File: config.mk
export PLATFORM = sky130hd
export DESIGN_NAME = vfa_sqrt
export DESIGN_NICKNAME = d
export VERILOG_FILES = /design/src/hw/rtl/vfa_pkg.sv /design/src/hw/rtl/vfa_sqrt.sv
export SDC_FILE = /design/constraint.sdc
export NUM_CORES = 2
export LEC_CHECK = 0
export BUFFER_PORTS_ARGS = -buffer_cell sky130_fd_sc_hd__buf_2
export CAP_MARGIN = 20
export CORE_ASPECT_RATIO = 0.7
export CORE_MARGIN = 2
export CORE_UTILIZATION = 25
export CTS_BUF_LIST = sky130_fd_sc_hd__clkbuf_4 sky130_fd_sc_hd__clkbuf_8 sky130_fd_sc_hd__clkbuf_16
export DETAILED_ROUTE_END_ITERATION = 8
export GPL_ROUTABILITY_DRIVEN = 0
export PLACE_DENSITY = 0.44
export SETUP_SLACK_MARGIN = 0.2
export SYNTH_ARGS = -nofsm -noshare
export SYNTH_HDL_FRONTEND = slang
export SYNTH_SLANG_ARGS = --single-unit
export TNS_END_PERCENT = 5
File: constraint.sdc
create_clock -name clk_i -period 7.47 [get_ports clk_i]
set_input_delay 0.747 -clock clk_i [delete_from_list [all_inputs] [get_ports clk_i]]
set_output_delay 0.747 -clock clk_i [all_outputs]
set_load 0.05 [all_outputs]
File: src/hw/rtl/vfa_pkg.sv
// Shared types, constants and helpers for the three-component vector ALU.
// No dependencies; the ALU, square root, divider and testbench import this package.
`default_nettype none

package vfa_pkg;

  // Default number of fraction bits of the fixed-point words
  localparam int unsigned FRAC_BITS_DEF = 16;

  // Field and datapath widths
  localparam int unsigned DATA_W = 32;
  localparam int unsigned TOL_W  = 31;
  localparam int unsigned DEN_W  = 33;
  localparam int unsigned RAD_W  = 64;

  // Square root: 32 result bits, SQRT_STEPS of them per stage
  localparam int unsigned SQRT_STEPS  = 2;
  localparam int unsigned SQRT_STAGES = 32 / SQRT_STEPS;

  // Divider: quotient bits per stage
  localparam int unsigned DIV_STEPS = 2;

  // Tolerance after reset, about 0.0001 in Q16.16
  localparam logic [TOL_W-1:0] TOL_RESET = 31'd7;

  typedef enum logic [2:0] {
    OP_ADD   = 3'd0,
    OP_SUB   = 3'd1,
    OP_SCALE = 3'd2,
    OP_DIV   = 3'd3,
    OP_EQ    = 3'd4,
    OP_NORM  = 3'd5,
    OP_LEN   = 3'd6
  } op_e;

  // Saturated 32-bit word and its clamp flag
  typedef struct packed {
    logic              sat;
    logic [DATA_W-1:0] val;
  } pack_t;

  // Side data carried through the square root pipeline
  typedef struct packed {
    op_e                    op;
    logic [2:0][DATA_W-1:0] r;
    logic                   match;
    logic                   sat;
    logic [2:0][DATA_W-1:0] ma;
    logic [2:0]             na;
    logic [DATA_W-1:0]      ms;
    logic                   ns;
    logic                   szero;
  } sb_sqrt_t;

  // Side data carried through the divider pipeline
  typedef struct packed {
    op_e                    op;
    logic [2:0][DATA_W-1:0] r;
    logic                   match;
    logic                   sat;
    logic                   fault;
    logic [2:0]             neg;
  } sb_div_t;

  // Turn a sign and a magnitude into a saturated two's complement word
  function automatic pack_t sat_pack(input logic neg, input logic [63:0] mag);
    pack_t p;
    p.sat = 1'b0;
    if (neg) begin
      if (mag > 64'h0000_0000_8000_0000) begin
        p.sat = 1'b1;
        p.val = 32'h8000_0000;
      end else begin
        p.val = 32'(64'd0 - mag);
      end
    end else begin
      if (mag > 64'h0000_0000_7FFF_FFFF) begin
        p.sat = 1'b1;
        p.val = 32'h7FFF_FFFF;
      end else begin
        p.val = mag[31:0];
      end
    end
    return p;
  endfunction

endpackage

`default_nettype wire

File: src/hw/rtl/vfa_sqrt.sv
// Pipelined integer square root of a 64-bit radicand, floor root and remainder.
// Depends on vfa_pkg; SQRT_STEPS result bits are resolved in each stage.
`default_nettype none

module vfa_sqrt import vfa_pkg::*; #(
  parameter int unsigned SB_W = 1
) (
  input  logic                clk_i,
  input  logic                rst_ni,
  input  logic                en_i,
  input  logic                valid_i,
  input  logic [RAD_W-1:0]    rad_i,
  input  logic [SB_W-1:0]     sb_i,
  output logic                valid_o,
  output logic [DATA_W-1:0]   root_o,
  output logic [DATA_W:0]     rem_o,
  output logic [SB_W-1:0]     sb_o
);

  localparam int unsigned LAST = SQRT_STAGES - 1;

  logic             vld_q [SQRT_STAGES];
  logic [RAD_W-1:0] v_q   [SQRT_STAGES];
  logic [RAD_W-1:0] r_q   [SQRT_STAGES];
  logic [SB_W-1:0]  sb_q  [SQRT_STAGES];

  for (genvar j = 0; j < SQRT_STAGES; j++) begin : g_stage
    logic             vld_in;
    logic [RAD_W-1:0] v_in, r_in, v_d, r_d;
    logic [SB_W-1:0]  sb_in;

    if (j == 0) begin : g_first
      assign vld_in = valid_i;
      assign v_in   = rad_i;
      assign r_in   = '0;
      assign sb_in  = sb_i;
    end else begin : g_next
      assign vld_in = vld_q[j-1];
      assign v_in   = v_q[j-1];
      assign r_in   = r_q[j-1];
      assign sb_in  = sb_q[j-1];
    end

    // Resolve the next result bits: subtract when the trial fits
    always_comb begin
      logic [RAD_W-1:0] bitv;
      v_d = v_in;
      r_d = r_in;
      for (int t = 0; t < SQRT_STEPS; t++) begin
        bitv = 64'd1 << (62 - 2 * (SQRT_STEPS * j + t));
        if (v_d >= r_d + bitv) begin
          v_d = v_d - (r_d + bitv);
          r_d = (r_d >> 1) + bitv;
        end else begin
          r_d = r_d >> 1;
        end
      end
    end

    // Advance valid
    always_ff @(posedge clk_i or negedge rst_ni) begin
      if (!rst_ni) begin
        vld_q[j] <= 1'b0;
      end else if (en_i) begin
        vld_q[j] <= vld_in;
      end
    end

    // Advance payload
    always_ff @(posedge clk_i) begin
      if (en_i) begin
        v_q[j]  <= v_d;
        r_q[j]  <= r_d;
        sb_q[j] <= sb_in;
      end
    end
  end

  assign valid_o = vld_q[LAST];
  assign root_o  = r_q[LAST][DATA_W-1:0];
  assign rem_o   = v_q[LAST][DATA_W:0];
  assign sb_o    = sb_q[LAST];

  // The remainder of a floor root never exceeds twice the root
  a_rem_bound: assert property (@(posedge clk_i) disable iff (!rst_ni)
    vld_q[LAST] |-> (v_q[LAST] <= (r_q[LAST] << 1)))
    else $error("square root remainder out of range");

endmodule

`default_nettype wire

# Word-level counts from Yosys, hierarchy flattened
# Memory sizes are Yosys's and may differ from the RTL's.
# Cells that the tools add are included.
dict set report totals {
  n_memories 3
  ramBits 2064
  ff_bits 16
  in_bits 69
  word_cells 211
}
dict set report classes {
  n_addsub 94
  magnitude_cmp 32
  muxes 66
}
# memory words width rd rd_clocked_by_memory_dff wr line
set memory_table {}
lappend memory_table {r_q 16 64 16 0 16 vfa_sqrt.sv:24} ;# logic [RAD_W-1:0] r_q [SQRT_STAGES];
lappend memory_table {v_q 16 64 16 0 16 vfa_sqrt.sv:23} ;# logic [RAD_W-1:0] v_q [SQRT_STAGES];
lappend memory_table {sb_q 16 1 16 0 16 vfa_sqrt.sv:25} ;# logic [SB_W-1:0] sb_q [SQRT_STAGES];
# op count
set op_table {}
lappend op_table {{64-bit two-way mux} 63}
lappend op_table {{64-bit greater-or-equal comparator} 31}
lappend op_table {{64-bit subtractor} 31}
lappend op_table {{63-bit by 1-bit adder with 64-bit output, second input constant} 1}
lappend op_table {{63-bit by 11-bit adder with 64-bit output, second input constant} 1}
lappend op_table {{63-bit by 13-bit adder with 64-bit output, second input constant} 1}
lappend op_table {{63-bit by 15-bit adder with 64-bit output, second input constant} 1}
lappend op_table {{63-bit by 17-bit adder with 64-bit output, second input constant} 1}
lappend op_table {{63-bit by 19-bit adder with 64-bit output, second input constant} 1}
lappend op_table {{63-bit by 21-bit adder with 64-bit output, second input constant} 1}
lappend op_table {{63-bit by 23-bit adder with 64-bit output, second input constant} 1}
lappend op_table {{63-bit by 25-bit adder with 64-bit output, second input constant} 1}
lappend op_table {{63-bit by 27-bit adder with 64-bit output, second input constant} 1}
lappend op_table {{63-bit by 29-bit adder with 64-bit output, second input constant} 1}
lappend op_table {{63-bit by 3-bit adder with 64-bit output, second input constant} 1}
lappend op_table {{63-bit by 31-bit adder with 64-bit output, second input constant} 1}
lappend op_table {{63-bit by 33-bit adder with 64-bit output, second input constant} 1}
lappend op_table {{63-bit by 35-bit adder with 64-bit output, second input constant} 1}
lappend op_table {{63-bit by 37-bit adder with 64-bit output, second input constant} 1}
lappend op_table {{63-bit by 39-bit adder with 64-bit output, second input constant} 1}
lappend op_table {{63-bit by 41-bit adder with 64-bit output, second input constant} 1}
lappend op_table {{63-bit by 43-bit adder with 64-bit output, second input constant} 1}
lappend op_table {{63-bit by 45-bit adder with 64-bit output, second input constant} 1}
lappend op_table {{63-bit by 47-bit adder with 64-bit output, second input constant} 1}
lappend op_table {{other kinds (45)} 46}

# Depth between registers and ports, before layout
# An unclocked memory read counts as a cell.
dict set report depth {
  ltp_word 7
  mapped_depth 33
}

# Worst setup path after synthesis
# No wires, ideal clock.
dict set report synth_path {
  path_kind {register to register}
  startpoint {memory v_q[14][19], in the netlist v_q[1][403]}
  endpoint {memory v_q[15][4], in the netlist v_q[1][452], data pin}
  t_arrival_ps 6250
  path_buffers 6
  slack_ps 960
  path_stages_with_launch 30
  setup_time_ps 260
  period_less_slack_ps 6510
  path_cell_list {edfxtp_1 -> ha_1 -> clkbuf_1 -> nand3_1 -> nor3_1 -> nand3_1 -> or4_1 -> and3_1 -> nand3_1 -> clkbuf_1 -> clkbuf_1 -> nor2_1 -> a21oi_1 -> ha_1 -> clkbuf_1 -> a21o_1 -> a21o_1 -> a21oi_1 -> o21ai_0 -> a221o_1 -> a21oi_1 -> o21ai_0 -> nand4b_1 -> nor4_1 -> nand4_1 -> nor4_1 -> and4_1 -> clkbuf_1 -> clkbuf_1 -> mux2_2}
}
# element line
set synth_lines {}
lappend synth_lines {{start: declaration} vfa_sqrt.sv:23}

==> impl_metrics.csv <==
group,metric,value,unit
sta,timing.fmax,141,MHz
cts,cts_buffers,158,
synthesis,synth_top_area_cell,"edfxtp_1",
synthesis,yosys-top-cells-area,"edfxtp_1 45%, ha_1 8.4%, xnor2_1 5.4%",
job,cap_violations,0,
cts,clk_pin_slew_worst_paths,60,ps
global_routing,grt_pass1_vias,65300,
synthesis,syn_inst,8625,
synthesis,synth_commonest_cells,"1281 x edfxtp_1, 763 x nand2_1, 660 x nor2_1",
power_and_ir_drop,peakVddDrop,0.000170,V
floorplan,core.rowCount,180,
floorplan,die_height,495,µm
global_routing,grt_remaining_overflow,0,
cts,clockBufferDepth,4,
setup_path,ff2ff_setup_slack,380,ps
synthesis,ys_warn_count,0,
power_and_ir_drop,p_per_area,368,nW/µm²
global_routing,antenna_found_initial,7,
sta,slew_headroom,0.240,
placed_design,place_hpwl,216000,µm
sta,rsz0062_at_grt,"yes",
setup_path,path_class,"register to register",
cts,htreeDepth,4,
placed_design,io_buffers,135,
synthesis,synthesis.area_per_instance,9.98,µm²
global_routing,grtUsageTotal,0.151,
detailed_routing,viasPerCell,4.99,
synthesis,syn-num-nets,9270,
synthesis,yosysTopAreaCellShare,0.447,
cts,clock_latency,840,ps
sta,finalSetupViolCount,0,
global_routing,grt_pass1_wl,414000,µm
detailed_routing,drc,0,
floorplan,coreArea,343000,µm²
min_path,hold_class,"primary input to register",
detailed_routing,vias,68000,
synthesis,ys.flop_type,"edfxtp_1",
detailed_routing,wl_per_cell,19.9,µm
sta,tightestPinTransition,1140,ps
detailed_routing,routed_wl,271000,µm
sta,period_minus_slack,7090,ps
sta,hold_viol_final,0,
cts,cts_root_buf,"clkbuf_16",
detailed_routing,drtAntennaViolNets,0,
finish,final_nets,9600,
sta,maxSlewViolCount,0,
power_and_ir_drop,leakage,0.0378,µW
sta,finalWorstSetupSlack,382,ps
floorplan,die_x,705,µm
floorplan,io_pins,136,
setup_path,worstPathRequired,7940,ps
setup_path,critPathArrivalTime,7560,ps
synthesis,synth-seq-area-share,0.452,
sta,finClkSkew,100,ps
cts,numClockSinks,1297,
finish,final_util,0.289,
synthesis,ys_seq_elements,1297,
setup_path,end_kind,"register",
placed_design,place_inst,13300,
placed_design,place_ws,262,ps
synthesis,synth_edf_count,1281,
floorplan,start_util,0.251,
floorplan,die_area,349000,µm²
cts,cts_tree,"built",
setup_path,path_max_fanout,19,
setup_path,start_kind,"register",
sta,fin_crit_sh,0.949,
detailed_routing,drt_pass1_iterations,6,
detailed_routing,drt_iter0_drc,5973,
synthesis,synth.distinct_cells,105,
synthesis,syn_area,86000,µm²
synthesis,yosysMostFrequentCell,"edfxtp_1",
finish,drive_above_1_share,0.100,
outcome,status,"complete, no violations",
global_routing,grt_max_degree,181,
finish,area_delta_synth_final,15.2,%
synthesis,synthArstFlopShare,0.0123,
finish,final_cells,13600,
-- cells in the final DEF, fill, tap and decap left out, types with 283 or more instances in the layout --
cell type,netlist,routed
edfxtp_1,1281,1281
a21oi_1,651,649
inv_1,480,479
a21o_1,283,283
nor2_1,660,660
o21ai_0,479,474
xnor2_1,535,535
xor2_1,315,315
ha_1,576,570
nand2_1,763,762
-- kinds of logic after synthesis --
| kind of cell | after synthesis | share of synthesized area |
|---|---|---|
| compound gates | 2099 | 0.153 |
| mux | 141 | 0.0187 |
| fa+ha+maj | 576 | 0.0838 |
| flops | 1297 | 0.452 |
| xor+xnor | 851 | 0.0867 |
| simple gates | 2942 | 0.173 |
| buf+inv | 719 | 0.0325 |
-- routing by layer --
layer  part of all wire  vias to the layer above  track usage  wire length (µm)
met5           0.000029                        -            0                 8
met3              0.059                      270       0.0228             16000
met4              0.017                        2       0.0278              4660
li1                   -                    32800            -                 -
met2               0.40                     1929        0.217            109000
met1               0.52                    33000        0.235            141000
-- metrics by stage --
step                      hold WS [ps]  total power (µW)  TNS (ps)  cell area [µm²]
after detailed placement           405             28200         0            93600
after global routing              31.7             38900     -1.24            99100
after floorplan                    400             23000         0            86000
after CTS                         7.90             36500         0            99000
after global placement             403             28200         0            93600
final                             79.4             36500         0            99100
-- repair_timing --
action,4_1_cts,5_1_grt
resized for setup,1,38
hold buffers,1,0
setup endpoints to repair,1,179
pin swaps,0,1
hold endpoints to repair,16,0
buffers inserted,0,2
-- worst max-delay path, stage by stage (launching register included) --
cell and delay [ps]:
edfxtp_1 350, inv_1 80, ha_1 450, nand4_1 200, or4_1 630, or4_1 650, and4b_1 290, nand2_1 130
inv_1 380, nand2_1 210, nand2_1 110, ha_1 380, and3_1 210, nand3_1 80, or4b_1 540, a311o_1 440
a21o_1 250, and4_1 200, nand2_1 110, nand3b_1 140, nand3b_1 230, a2111oi_1 520, xor2_1 150
-- state kept, by name, indices dropped and copies added, names as in the netlist --
signal          cells
r_q               272
sb_q               16
valid_o             1
g_stage.vld_in     15
v_q               993
-- final timing paths --
path / from / end / depth (start not counted)
min: sb_i / sb_q[0] / 1
max in group asynchronous: rst_ni / g_stage[4].vld_in / 2
min reg2reg: sb_q[14] / sb_q[15] / 0
max: r_q[1][219] / v_q[1][307] / 22
min in group asynchronous: rst_ni / g_stage[6].vld_in / 2
max reg2reg: r_q[1][219] / v_q[1][307] / 22
-- area by class of cell --
type | count | area [µm²]
tap | 4550 | 5690
antenna | 2 | 5.00
clock inverter | 93 | 1100
clock buffer | 186 | 4230
timing repair buffer | 399 | 2840
sequential | 1297 | 38900
fill | 35700 | 244000
multi-input combinational | 6609 | 44500
inverter | 490 | 1850
-- where the power goes --
group	leakage [µW]	internal (µW)	switching (µW)
Sequential	0.0125	9980	1240
Clock	0.00262	4820	3220
Combinational	0.0227	6900	10300
Note: power is estimated with default switching activity, not from simulation.
